<file path="src/sv/trc_pkg.sv">
package trc_pkg;

   localparam int READING_W = 24;
   localparam int TICKS_W   = 20;
   localparam int CHANNELS  = 4;
   localparam int CSR_IDX_W = 3;
   localparam int REQ_DATA_W = 104;
   localparam int RSP_DATA_W = 8;

   typedef logic signed [READING_W-1:0] trc_reading_type;
   typedef logic [TICKS_W-1:0] trc_ticks_type;

   typedef enum logic [1:0] {
      OP_SENSOR = 2'd0,
      OP_TICK   = 2'd1,
      OP_MODE   = 2'd2,
      OP_MANUAL = 2'd3
   } trc_op_type;

   typedef enum logic [CSR_IDX_W-1:0] {
      REG_LIMIT_SOIL  = 3'd0,
      REG_LIMIT_TEMP  = 3'd1,
      REG_LIMIT_LIGHT = 3'd2,
      REG_LIMIT_HUM   = 3'd3,
      REG_POLARITY    = 3'd4,
      REG_RUN_TICKS   = 3'd5,
      REG_REST_TICKS  = 3'd6
   } trc_reg_type;

   typedef enum logic [2:0] {
      PH_IDLE = 3'b001,
      PH_RUN  = 3'b010,
      PH_REST = 3'b100
   } trc_phase_type;

   localparam logic [1:0] PHASE_CODE_IDLE = 2'd0;
   localparam logic [1:0] PHASE_CODE_RUN  = 2'd1;
   localparam logic [1:0] PHASE_CODE_REST = 2'd2;

   localparam trc_reading_type LIMIT_SOIL_RESET  = 24'sd640;
   localparam trc_reading_type LIMIT_TEMP_RESET  = 24'sd512;
   localparam trc_reading_type LIMIT_LIGHT_RESET = 24'sd1600;
   localparam trc_reading_type LIMIT_HUM_RESET   = 24'sd960;
   localparam logic [CHANNELS-1:0] POLARITY_RESET = 4'b0010;
   localparam trc_ticks_type RUN_TICKS_RESET  = 20'd30000;
   localparam trc_ticks_type REST_TICKS_RESET = 20'd10000;

   typedef struct packed {
      trc_ticks_type run_ticks;
      trc_ticks_type rest_ticks;
   } trc_timer_cfg_type;

   // Packed so that relay_drive sits in the lowest bits of the stream word.
   typedef struct packed {
      logic            status_event;
      logic [1:0]      pump_phase;
      logic            auto_active;
      logic [CHANNELS-1:0] relay_drive;
   } trc_rsp_type;

   function automatic logic [1:0] phase_code(trc_phase_type ph);
      logic [1:0] code;
      case (ph)
         PH_IDLE: code = PHASE_CODE_IDLE;
         PH_RUN:  code = PHASE_CODE_RUN;
         PH_REST: code = PHASE_CODE_REST;
         default: code = PHASE_CODE_IDLE;
      endcase
      return code;
   endfunction

endpackage

</file>
<file path="src/sv/trc_lane.sv">
module trc_lane (
   input  trc_pkg::trc_reading_type reading,
   input  trc_pkg::trc_reading_type limit,
   input  logic                     above,
   output logic                     cond
);
   import trc_pkg::*;

   // An equal reading is false for either polarity.
   always_comb begin
      if (above) begin
         cond = (reading > limit);
      end else begin
         cond = (reading < limit);
      end
   end

endmodule

</file>
<file path="src/sv/trc_ctrl.sv">
module trc_ctrl #(
   parameter int TIMER_BITS = 20
) (
   input  logic                       clock,
   input  logic                       reset,
   input  logic                       push,
   input  trc_pkg::trc_op_type        operation,
   input  logic                       auto_request,
   input  logic [1:0]                 relay_index,
   input  logic                       relay_value,
   input  logic [trc_pkg::CHANNELS-1:0] cond,
   input  trc_pkg::trc_timer_cfg_type timer_cfg,
   output trc_pkg::trc_rsp_type       rsp
);
   import trc_pkg::*;

   localparam int CMP_W = (TIMER_BITS > TICKS_W) ? TIMER_BITS : TICKS_W;
   localparam logic [TIMER_BITS-1:0] TIMER_MAX = '1;

   logic [CHANNELS-1:0]   relay_ff, relay_in;
   logic                  auto_ff, auto_in;
   trc_phase_type         phase_ff, phase_in;
   logic [TIMER_BITS-1:0] elapsed_ff, elapsed_in;
   logic [TIMER_BITS-1:0] elapsed_inc;
   logic [CMP_W-1:0]      elapsed_wide, run_wide, rest_wide;
   logic                  event_bit;

   // The counter saturates, so a time longer than the timer can hold never ends.
   assign elapsed_inc  = (elapsed_ff == TIMER_MAX) ? elapsed_ff
                                                   : elapsed_ff + TIMER_BITS'(1);
   assign elapsed_wide = CMP_W'(elapsed_inc);
   assign run_wide     = CMP_W'(timer_cfg.run_ticks);
   assign rest_wide    = CMP_W'(timer_cfg.rest_ticks);

   always_comb begin
      relay_in   = relay_ff;
      auto_in    = auto_ff;
      phase_in   = phase_ff;
      elapsed_in = elapsed_ff;
      event_bit  = 1'b0;
      case (operation)
         OP_SENSOR: begin
            if (auto_ff) begin
               if (!cond[0]) begin
                  phase_in    = PH_IDLE;
                  relay_in[0] = 1'b0;
               end else if (phase_ff == PH_IDLE) begin
                  phase_in    = PH_RUN;
                  elapsed_in  = '0;
                  relay_in[0] = 1'b1;
               end
               relay_in[CHANNELS-1:1] = cond[CHANNELS-1:1];
               event_bit = 1'b1;
            end
         end
         OP_TICK: begin
            if (phase_ff inside {PH_RUN, PH_REST}) begin
               elapsed_in = elapsed_inc;
               if (phase_ff == PH_RUN) begin
                  if (elapsed_wide >= run_wide) begin
                     phase_in    = PH_REST;
                     elapsed_in  = '0;
                     relay_in[0] = 1'b0;
                  end
               end else if (elapsed_wide >= rest_wide) begin
                  phase_in = PH_IDLE;
               end
            end
         end
         OP_MODE: begin
            auto_in   = auto_request;
            event_bit = 1'b1;
         end
         OP_MANUAL: begin
            if (!auto_ff) begin
               relay_in[relay_index] = relay_value;
            end
            event_bit = 1'b1;
         end
         default: begin
            event_bit = 1'b0;
         end
      endcase
   end

   assign rsp.relay_drive  = relay_in;
   assign rsp.auto_active  = auto_in;
   assign rsp.pump_phase   = phase_code(phase_in);
   assign rsp.status_event = event_bit;

   always_ff @(posedge clock) begin
      if (reset) begin
         relay_ff   <= '0;
         auto_ff    <= 1'b1;
         phase_ff   <= PH_IDLE;
         elapsed_ff <= '0;
      end else if (push) begin
         relay_ff   <= relay_in;
         auto_ff    <= auto_in;
         phase_ff   <= phase_in;
         elapsed_ff <= elapsed_in;
      end
   end

endmodule

</file>
<file path="src/sv/trc_obuf.sv">
module trc_obuf (
   input  logic                 clock,
   input  logic                 reset,
   input  logic                 push,
   input  trc_pkg::trc_rsp_type push_data,
   output logic                 space,
   output logic                 rsp_tvalid,
   input  logic                 rsp_tready,
   output trc_pkg::trc_rsp_type rsp_data
);
   import trc_pkg::*;

   logic        out_valid_ff, out_valid_in;
   logic        skid_valid_ff, skid_valid_in;
   trc_rsp_type out_ff, out_in;
   trc_rsp_type skid_ff, skid_in;
   logic        pop;

   // The skid stage takes a new word while the output word is still stalled.
   assign space = !skid_valid_ff;
   assign pop   = out_valid_ff && rsp_tready;

   always_comb begin
      out_valid_in  = out_valid_ff;
      skid_valid_in = skid_valid_ff;
      out_in        = out_ff;
      skid_in       = skid_ff;
      if (pop) begin
         if (skid_valid_ff) begin
            out_in        = skid_ff;
            skid_valid_in = 1'b0;
         end else begin
            out_valid_in = push;
            out_in       = push_data;
         end
      end else if (push) begin
         if (out_valid_ff) begin
            skid_in       = push_data;
            skid_valid_in = 1'b1;
         end else begin
            out_in       = push_data;
            out_valid_in = 1'b1;
         end
      end
   end

   always_ff @(posedge clock) begin
      if (reset) begin
         out_valid_ff  <= 1'b0;
         skid_valid_ff <= 1'b0;
      end else begin
         out_valid_ff  <= out_valid_in;
         skid_valid_ff <= skid_valid_in;
      end
   end

   always_ff @(posedge clock) begin
      out_ff  <= out_in;
      skid_ff <= skid_in;
   end

   assign rsp_tvalid = out_valid_ff;
   assign rsp_data   = out_ff;

endmodule

</file>
<file path="src/sv/threshold_relay_controller_core.sv">
// Channel  Direction  Handshake              Payload
// req      in         req_tvalid/req_tready  tuser operation; tdata readings and write fields
// rsp      out        rsp_tvalid/rsp_tready  tdata relays, mode, pump phase, status flag
// csr      in         csr_we                 csr_index, csr_wdata
//
// The four comparator lanes and the pump update sit between the request port and
// the output register, so a word may enter each cycle while req_tready is high.
// The result is registered. A two-word output stage (output register plus skid
// register) keeps req_tready high while one result is stalled.
// Reset is synchronous and restores register defaults, auto mode and an idle pump.
module threshold_relay_controller_core #(
   parameter int TIMER_BITS = 20
) (
   input  logic                              clock,
   input  logic                              reset,
   input  logic                              req_tvalid,
   output logic                              req_tready,
   // reading_soil, reading_temp, reading_light, reading_air_hum, auto_request,
   // relay_index, relay_value, zero fill
   input  logic [trc_pkg::REQ_DATA_W-1:0]    req_tdata,
   // operation
   input  logic [1:0]                        req_tuser,
   output logic                              rsp_tvalid,
   input  logic                              rsp_tready,
   // relay_drive, auto_active, pump_phase_out, status_event
   output logic [trc_pkg::RSP_DATA_W-1:0]    rsp_tdata,
   input  logic                              csr_we,
   input  logic [trc_pkg::CSR_IDX_W-1:0]     csr_index,
   input  logic [trc_pkg::READING_W-1:0]     csr_wdata
);
   import trc_pkg::*;

   trc_reading_type     limit_ff [CHANNELS];
   logic [CHANNELS-1:0] polarity_ff;
   trc_timer_cfg_type   timer_cfg_ff;

   trc_reading_type     reading [CHANNELS];
   logic [CHANNELS-1:0] cond;
   logic                push;
   trc_rsp_type         rsp_next, rsp_word;
   logic                space;

   assign reading[0] = req_tdata[23:0];
   assign reading[1] = req_tdata[47:24];
   assign reading[2] = req_tdata[71:48];
   assign reading[3] = req_tdata[95:72];

   always_ff @(posedge clock) begin
      if (reset) begin
         limit_ff[0]             <= LIMIT_SOIL_RESET;
         limit_ff[1]             <= LIMIT_TEMP_RESET;
         limit_ff[2]             <= LIMIT_LIGHT_RESET;
         limit_ff[3]             <= LIMIT_HUM_RESET;
         polarity_ff             <= POLARITY_RESET;
         timer_cfg_ff.run_ticks  <= RUN_TICKS_RESET;
         timer_cfg_ff.rest_ticks <= REST_TICKS_RESET;
      end else if (csr_we) begin
         case (csr_index)
            REG_LIMIT_SOIL:  limit_ff[0] <= csr_wdata;
            REG_LIMIT_TEMP:  limit_ff[1] <= csr_wdata;
            REG_LIMIT_LIGHT: limit_ff[2] <= csr_wdata;
            REG_LIMIT_HUM:   limit_ff[3] <= csr_wdata;
            REG_POLARITY:    polarity_ff <= csr_wdata[CHANNELS-1:0];
            REG_RUN_TICKS:   timer_cfg_ff.run_ticks  <= csr_wdata[TICKS_W-1:0];
            REG_REST_TICKS:  timer_cfg_ff.rest_ticks <= csr_wdata[TICKS_W-1:0];
            default: begin
               // Writes above the register list are dropped.
            end
         endcase
      end
   end

   for (genvar g = 0; g < CHANNELS; g++) begin : g_lane
      trc_lane u_lane (
         .reading (reading[g]),
         .limit   (limit_ff[g]),
         .above   (polarity_ff[g]),
         .cond    (cond[g])
      );
   end

   assign req_tready = space;
   assign push       = req_tvalid && space;

   trc_ctrl #(
      .TIMER_BITS (TIMER_BITS)
   ) u_ctrl (
      .clock        (clock),
      .reset        (reset),
      .push         (push),
      .operation    (trc_op_type'(req_tuser)),
      .auto_request (req_tdata[96]),
      .relay_index  (req_tdata[98:97]),
      .relay_value  (req_tdata[99]),
      .cond         (cond),
      .timer_cfg    (timer_cfg_ff),
      .rsp          (rsp_next)
   );

   trc_obuf u_obuf (
      .clock      (clock),
      .reset      (reset),
      .push       (push),
      .push_data  (rsp_next),
      .space      (space),
      .rsp_tvalid (rsp_tvalid),
      .rsp_tready (rsp_tready),
      .rsp_data   (rsp_word)
   );

   assign rsp_tdata = rsp_word;

endmodule
</file>
<file path="config.mk">
export PLATFORM = sky130hd
export DESIGN_NAME = threshold_relay_controller_core
export DESIGN_NICKNAME = d
export VERILOG_FILES = /design/src/sv/trc_pkg.sv /design/src/sv/trc_lane.sv /design/src/sv/trc_ctrl.sv /design/src/sv/trc_obuf.sv /design/src/sv/threshold_relay_controller_core.sv
export SDC_FILE = /design/constraint.sdc
export NUM_CORES = 1
export LEC_CHECK = 0
export BUFFER_PORTS_ARGS = -buffer_cell sky130_fd_sc_hd__buf_2
export CAP_MARGIN = 20
export CORE_AREA = 8 8 125 185
export CTS_CLUSTER_DIAMETER = 50
export DETAILED_ROUTE_END_ITERATION = 8
export DIE_AREA = 0 0 133 193
export PLACE_DENSITY = 0.81
export SETUP_SLACK_MARGIN = 0.05
export SKIP_CTS_REPAIR_TIMING = 1
export SLEW_MARGIN = 0
export SYNTH_ARGS = -nofsm -noshare
export SYNTH_HDL_FRONTEND = slang
export SYNTH_HIERARCHICAL = 1
export SYNTH_SLANG_ARGS = --single-unit
</file>
<file path="constraint.sdc">
create_clock -name clock -period 10.7 [get_ports clock]
set_input_delay 0 -clock clock [delete_from_list [all_inputs] [get_ports clock]]
set_output_delay 0 -clock clock [all_outputs]
set_load 0.01 [all_outputs]
</file>
==> results by group, run 1 <==
Outcome
  • Status: finished with violations
  • Failing checks: negative hold slack

Global route
  • Vias in the first global route: 9698
  • Total grt overflow: 0
  • All-Layer GR Usage: 23.8%
  • Initial antenna violation count: 0
  • Global-route wire length before repair: 48300 um
  • Pin count of the biggest net entering global routing: 102

Critical path
  • Largest stage delay on the critical path: 0.52 ns
  • Critical path data required time: 10.89 ns
  • WP data arrival: 4.68 ns
  • Crit path max fanout: 17
  • Reg2reg path depth: 15
  • R2R Setup Slk: 6.21 ns
  • CP Launch Type: register
  • Worst setup EP type: register
  • RR Startpoint: u_ctrl/elapsed_ff[0]$_SDFFE_PP0P_
  • Reg-to-Reg End: u_obuf/rsp_data[6]$_DFFE_PP_
  • Crit-path cells: ha_1 -> nand2_1 -> nor3_2 -> a21oi_1 -> and4_1 -> xor2_1 -> ha_1 -> a21oi_1 -> o21a_1 -> o311ai_2 -> a2111oi_4 -> buf_4 -> o31ai_1 -> nor3b_1 -> mux2_2
  • Critical path class: reg -> reg
  • Max stage delay cell, worst path: a21oi_1

STA
  • Period utilization: 42.0%
  • Tightest Pin Transition: 1.02 ns
  • Final WS setup: 6.21 ns
  • RSZ-0062 raised after global routing: no
  • Max Fclk: 0.223 GHz
  • # setup viols final: 0
  • Final min period: 4.49 ns
  • Hold Slack: -0.0114 ns
  • Clock Skews: 0.00976 ns
  • Slew margin rel.: 32.0%
  • Post-route setup TNS: 0 ns
  • Final Hold Fails: 2
  • Slew Limit Fails: 0

Detailed routing
  • ANT nets after route: 0
  • Drt first pass iters: 8
  • Initial DRC count: 870
  • WL final: 31400 um
  • WL/cell: 18.7 um
  • Post-DR vias/cell: 5.87
  • # DRC: 0
  • Vias: 9841

Logic synthesis
  • Synth warnings: 6
  • Number of flops mapped to enable cells by yosys: 112
  • Post-synth net total: 1535
  • Synth Instances: 1256
  • Async S/R FF share, synth: 0%
  • Syn Area/Cell: 9.60 um^2
  • Mapped cell area: 12100 um^2
  • Netlist cell types: 68
  • FF+latch count, synth: 186
  • Register area share after synthesis: 40.2%
  • Dominant synthesized flop cell: edfxtp_1

Floorplan
  • Initial Util: 58.6%
  • Die footprint: 25700 um^2
  • Die H: 193 um
  • Die X: 133 um
  • Num ports: 148
  • Core Footprint: 20600 um^2
  • Row count: 65

Placement
  • Dpl ws: 6.26 ns
  • Routability cong.: 0.882
  • Detailed placement HPWL: 23500 um
  • Port buffer count: 143

Pwr
  • Clock power frac: 36.7%
  • Switching share of power: 27.6%
  • Net switching power figure: 0.468 mW
  • Register share of total power: 47.7%
  • Internal: 1.23 mW
  • Pwr per Cell Area: 124 nW/um^2
  • Peak supply drop: 0.0916 mV
  • P_leak: 6.05 nW
  • Comb pwr share: 15.6%

Final layout
  • Layout cells sized above 1: 17.2%
  • Commonest cells after routing, fill and taps aside: inv_1 (175), buf_2 (143), ha_1 (141)
  • Layout Area Growth over Synthesis: 14.0%
  • # fillers: 1482
  • Commonest non-fill, non-tap cell in the layout: inv_1
  • Inserted Diodes: 0
  • Layout Nets: 1674

Clock network
  • CTS tree: yes
  • CTS max path bufs: 2
  • Clk slew on worst S/H paths: 0.08 ns
  • Root Driver: clkbuf_16
  • H-tree depth: 4
  • Clock Sinks: 186
  • Worst skew pair latency: 0.44 ns
  • CTS Buf Count: 17

Worst hold path
  • Hold path cells: 3
  • Min-Delay Path Class: in -> reg
  • Hold Path Origin: csr_we
  • Hold Path Sink: timer_cfg_ff[18]$_SDFFE_PP0P_

Flow run
  • Max-cap violations: 0
worst max-delay path by stage:
| stage | startpoint | end | slack, ns |
|---|---|---|---|
| floorplan | u_ctrl/elapsed_ff[10]$_SDFFE_PP0P_ | u_obuf/rsp_data[5]$_DFFE_PP_ | 7.03 |
| global placement | limit_ff[0][15]$_SDFFCE_PN0P_ | u_ctrl/elapsed_ff[11]$_SDFFE_PP0P_ | 6.33 |
| detailed placement | u_ctrl/elapsed_ff[0]$_SDFFE_PP0P_ | u_obuf/rsp_data[6]$_DFFE_PP_ | 6.26 |
| CTS | u_ctrl/elapsed_ff[0]$_SDFFE_PP0P_ | u_obuf/rsp_data[6]$_DFFE_PP_ | 6.25 |
| global route | limit_ff[0][15]$_SDFFCE_PN0P_ | u_ctrl/elapsed_ff[11]$_SDFFE_PP0P_ | 5.84 |
| finish | u_ctrl/elapsed_ff[0]$_SDFFE_PP0P_ | u_obuf/rsp_data[6]$_DFFE_PP_ | 6.21 |
power by group through the flow:
stage / Sequential [mW] / Clock (mW) / Combinational (mW)
global placement: 0.824 / 0 / 0.239
CTS: 0.810 / 0.627 / 0.254
finish: 0.810 / 0.624 / 0.265
floorplan: 0.821 / 0 / 0.166
detailed placement: 0.826 / 0 / 0.251
global route: 0.813 / 0.656 / 0.293
area by class of cell:
type | instances | area, um^2 | share of cell area, %
well taps | 268 | 335 | 2.44
inverters | 176 | 661 | 4.81
clock buffers | 17 | 425 | 3.10
repair buffers | 175 | 1060 | 7.69
multi-input cells | 839 | 6270 | 45.6
clock inverters | 15 | 153 | 1.11
flip-flops and latches | 186 | 4840 | 35.3
sequential cells by signal, summed over array words and instances, names as in the netlist, 3 cells and up:
| name | flops |
|---|---|
| u_ctrl/relay_ff | 4 |
| polarity_ff | 4 |
| timer_cfg_ff | 40 |
| u_obuf/rsp_data | 8 |
| limit_ff | 96 |
| u_ctrl/elapsed_ff | 20 |
| u_ctrl/phase_ff | 3 |
| u_obuf/skid_ff | 8 |
logic make-up after synthesis:
family / Yosys count / synth area share, %
compound gates: 199 / 11.7
mux: 62 / 5.29
fa+ha+maj: 141 / 14.6
simple gates: 420 / 18.9
xor+xnor: 17 / 1.24
buf+inv: 231 / 8.07
flops: 186 / 40.2
routing by layer:
layer | global-route usage, % | wire (um) | part of all wire [%]
met1 | 23.8 | 11100 | 36
met2 | 45.1 | 16700 | 53
met3 | 4.25 | 1780 | 5.7
met4 | 14.2 | 1730 | 5.5
met5 | 0 | 0 | 0
synthesized netlist by cell type (5+ instances only):
master | n | area, um^2
a211oi_1 | 14 | 105
a21o_1 | 8 | 60.1
a21oi_1 | 83 | 415
a221oi_1 | 8 | 70.1
a221oi_2 | 7 | 105
and3_1 | 14 | 87.6
buf_2 | 8 | 40.0
buf_6 | 11 | 124
clkbuf_1 | 32 | 120
dfxtp_1 | 74 | 1480
edfxtp_1 | 112 | 3360
ha_1 | 141 | 1760
inv_1 | 175 | 657
mux2_2 | 14 | 158
mux2i_1 | 48 | 480
nand2_1 | 75 | 282
nand2b_1 | 56 | 350
nand3_1 | 23 | 115
nand4_1 | 30 | 188
nor2_1 | 60 | 225
nor3_1 | 95 | 475
nor3_2 | 5 | 50.1
nor4_1 | 14 | 87.6
o211ai_1 | 12 | 90.1
o21a_1 | 6 | 45.0
o21ai_0 | 24 | 120
o21bai_1 | 6 | 45.0
or3_1 | 13 | 81.3
xnor2_1 | 6 | 52.6
xor2_1 | 11 | 96.3
critical path, delay by kind of cell, from the launching register on:
kind | cells | cell delay (ns)
adder cells (fa/ha/maj) | 2 | 0.55
multiplexers | 1 | 0.29
XOR/XNOR | 1 | 0.26
flip-flops | 1 | 0.38
buffers and inverters | 1 | 0.30
AND/OR/NAND/NOR | 4 | 0.82
AO/OA/AOI/OAI | 6 | 1.64
through the flow:
stage	power, mW	util (%)	cells	area, um^2
final	1.70	66.8	1676	13700
after global routing	1.76	66.8	1676	13700
after CTS	1.69	65.5	1651	13500
after detailed placement	1.08	62.7	1619	12900
after global placement	1.06	62.5	1616	12900
after floorplan	0.987	-	1256	12100
Power figures use the tool's default switching activity.
==> inputs of run 2 (changes only) <==
- CORE_AREA: 8 8 125 185 -> 8 8 126 187
- DIE_AREA: 0 0 133 193 -> 0 0 134 195
- PLACE_DENSITY: 0.81 -> 0.8
- clock period: 10.7 -> 4.2 ns (I/O delays scaled with it)
==> results by group, run 2 (synthesis results as in run 1) <==
Outcome
  • Status: completed

STA
  • Slew margin rel.: 36.9%
  • Period utilization: 92.2%
  • RSZ-0062 raised after global routing: yes
  • Post-route setup TNS: 0 ns
  • Tightest Pin Transition: 0.946 ns
  • Max Fclk: 0.258 GHz
  • Clock Skews: 0.0114 ns
  • Final WS setup: 0.329 ns
  • Slew Limit Fails: 0
  • Final min period: 3.87 ns
  • Hold Slack: 0.00752 ns
  • # setup viols final: 0
  • Final Hold Fails: 0

Detailed routing
  • WL final: 31300 um
  • Initial DRC count: 872
  • Post-DR vias/cell: 5.82
  • ANT nets after route: 0
  • Drt first pass iters: 6
  • WL/cell: 18.5 um
  • # DRC: 0
  • Vias: 9845

Critical path
  • Critical path data required time: 4.50 ns
  • CP Launch Type: register
  • Crit path max fanout: 6
  • WP data arrival: 4.17 ns
  • Critical path class: reg -> reg
  • Worst setup EP type: register
  • Reg2reg path depth: 13

Final layout
  • Fin area: 13800 um^2
  • # fillers: 1567
  • Inserted Diodes: 0
  • Commonest cells after routing, fill and taps aside: inv_1 (175), buf_2 (143), ha_1 (141)
  • Largest register FFs: 96
  • Largest Register: limit_ff
  • Layout cells sized above 1: 18.0%
  • Layout Nets: 1689
  • Layout Area Growth over Synthesis: 14.8%
  • Largest regs: limit_ff (96), timer_cfg_ff (40), u_ctrl/elapsed_ff (20)
  • Commonest non-fill, non-tap cell in the layout: inv_1
  • Area occupied by multi-input gates: 6260 um^2
  • Final non-filler cell total: 1691
  • Sequential cell area: 4850 um^2
  • Post-layout util: 66.7%

Clock network
  • Clk slew on worst S/H paths: 0.07 ns
  • Worst skew pair latency: 0.43 ns
  • Root Driver: clkbuf_16
  • Clock Sinks: 186
  • CTS tree: yes
  • H-tree depth: 4
  • CTS Buf Count: 17
  • CTS max path bufs: 2

Floorplan
  • Die H: 195 um
  • Die footprint: 26100 um^2
  • Row count: 65
  • Core Footprint: 20700 um^2
  • Num ports: 148
  • Initial Util: 58.1%
  • Die X: 134 um

Flow run
  • Max-cap violations: 0

Global route
  • All-Layer GR Usage: 23.3%
  • Vias in the first global route: 9713
  • Global-route wire length before repair: 48400 um
  • Total grt overflow: 0
  • Initial antenna violation count: 0
  • Pin count of the biggest net entering global routing: 82

Placement
  • Routability cong.: 0.912
  • Detailed placement HPWL: 24100 um
  • Placed cell count: 1631
  • Port buffer count: 143
  • Dpl ws: 0.245 ns
  • Area of placed instances: 13000 um^2

Pwr
  • P_leak: 6.12 nW
  • Tot Pwr: 4.29 mW
  • Peak supply drop: 0.259 mV
  • Pwr per Cell Area: 310 nW/um^2

Worst hold path
  • Hold path cells: 3
  • Min-Delay Path Class: in -> reg
## run 2: where the power goes
part           internal [mW]  switching, mW  leakage, nW
clock                  0.831          0.718        0.276
combinational          0.274          0.405         4.16
sequential              2.02         0.0371         1.69
## run 2: area by class of cell
type                       instances  share of cell area, %
clock inverter                    14                  0.977
sequential                       186                   35.0
inverter                         176                   4.78
multi-input combinational        839                   45.2
timing repair buffer             190                   8.45
tap                              268                   2.42
clock buffer                      18                   3.10
## run 2: path summary, 6_finish.rpt
| check | startpoint | to | slack, ns |
|---|---|---|---|
| max | u_ctrl/elapsed_ff[6]$_SDFFE_PP0P_ | u_obuf/rsp_data[5]$_DFFE_PP_ | 0.33 |
| min | csr_index[2] | timer_cfg_ff[19]$_SDFFE_PP0P_ | 0.008 |
| max reg2reg | u_ctrl/elapsed_ff[6]$_SDFFE_PP0P_ | u_obuf/rsp_data[5]$_DFFE_PP_ | 0.33 |
| min reg2reg | timer_cfg_ff[5]$_SDFFE_PP0P_ | timer_cfg_ff[5]$_SDFFE_PP0P_ | 0.48 |
## run 2: worst max-delay path, stage by stage, from the launching register on
cell and delay [ns]:
dfxtp_1 0.40, nand4_1 0.22, nor2_1 0.35, nand4_1 0.14, nor2b_1 0.24, xor2_1 0.32
ha_1 0.31, nand2_1 0.14, o21ai_0 0.11, a221o_1 0.35, a2111oi_4 0.42, a221o_1 0.25
nor3b_1 0.29, mux2_2 0.21
## run 2: per-layer routing
| layer | share of wire, % | GRT usage, % | up-vias |
|---|---|---|---|
| met3 | 5.8 | 4.68 | 101 |
| met2 | 53 | 42.7 | 362 |
| li1 | - | - | 4795 |
| met4 | 6.2 | 16.1 | 0 |
| met1 | 35 | 23.0 | 4587 |
| met5 | 0 | 0 | - |
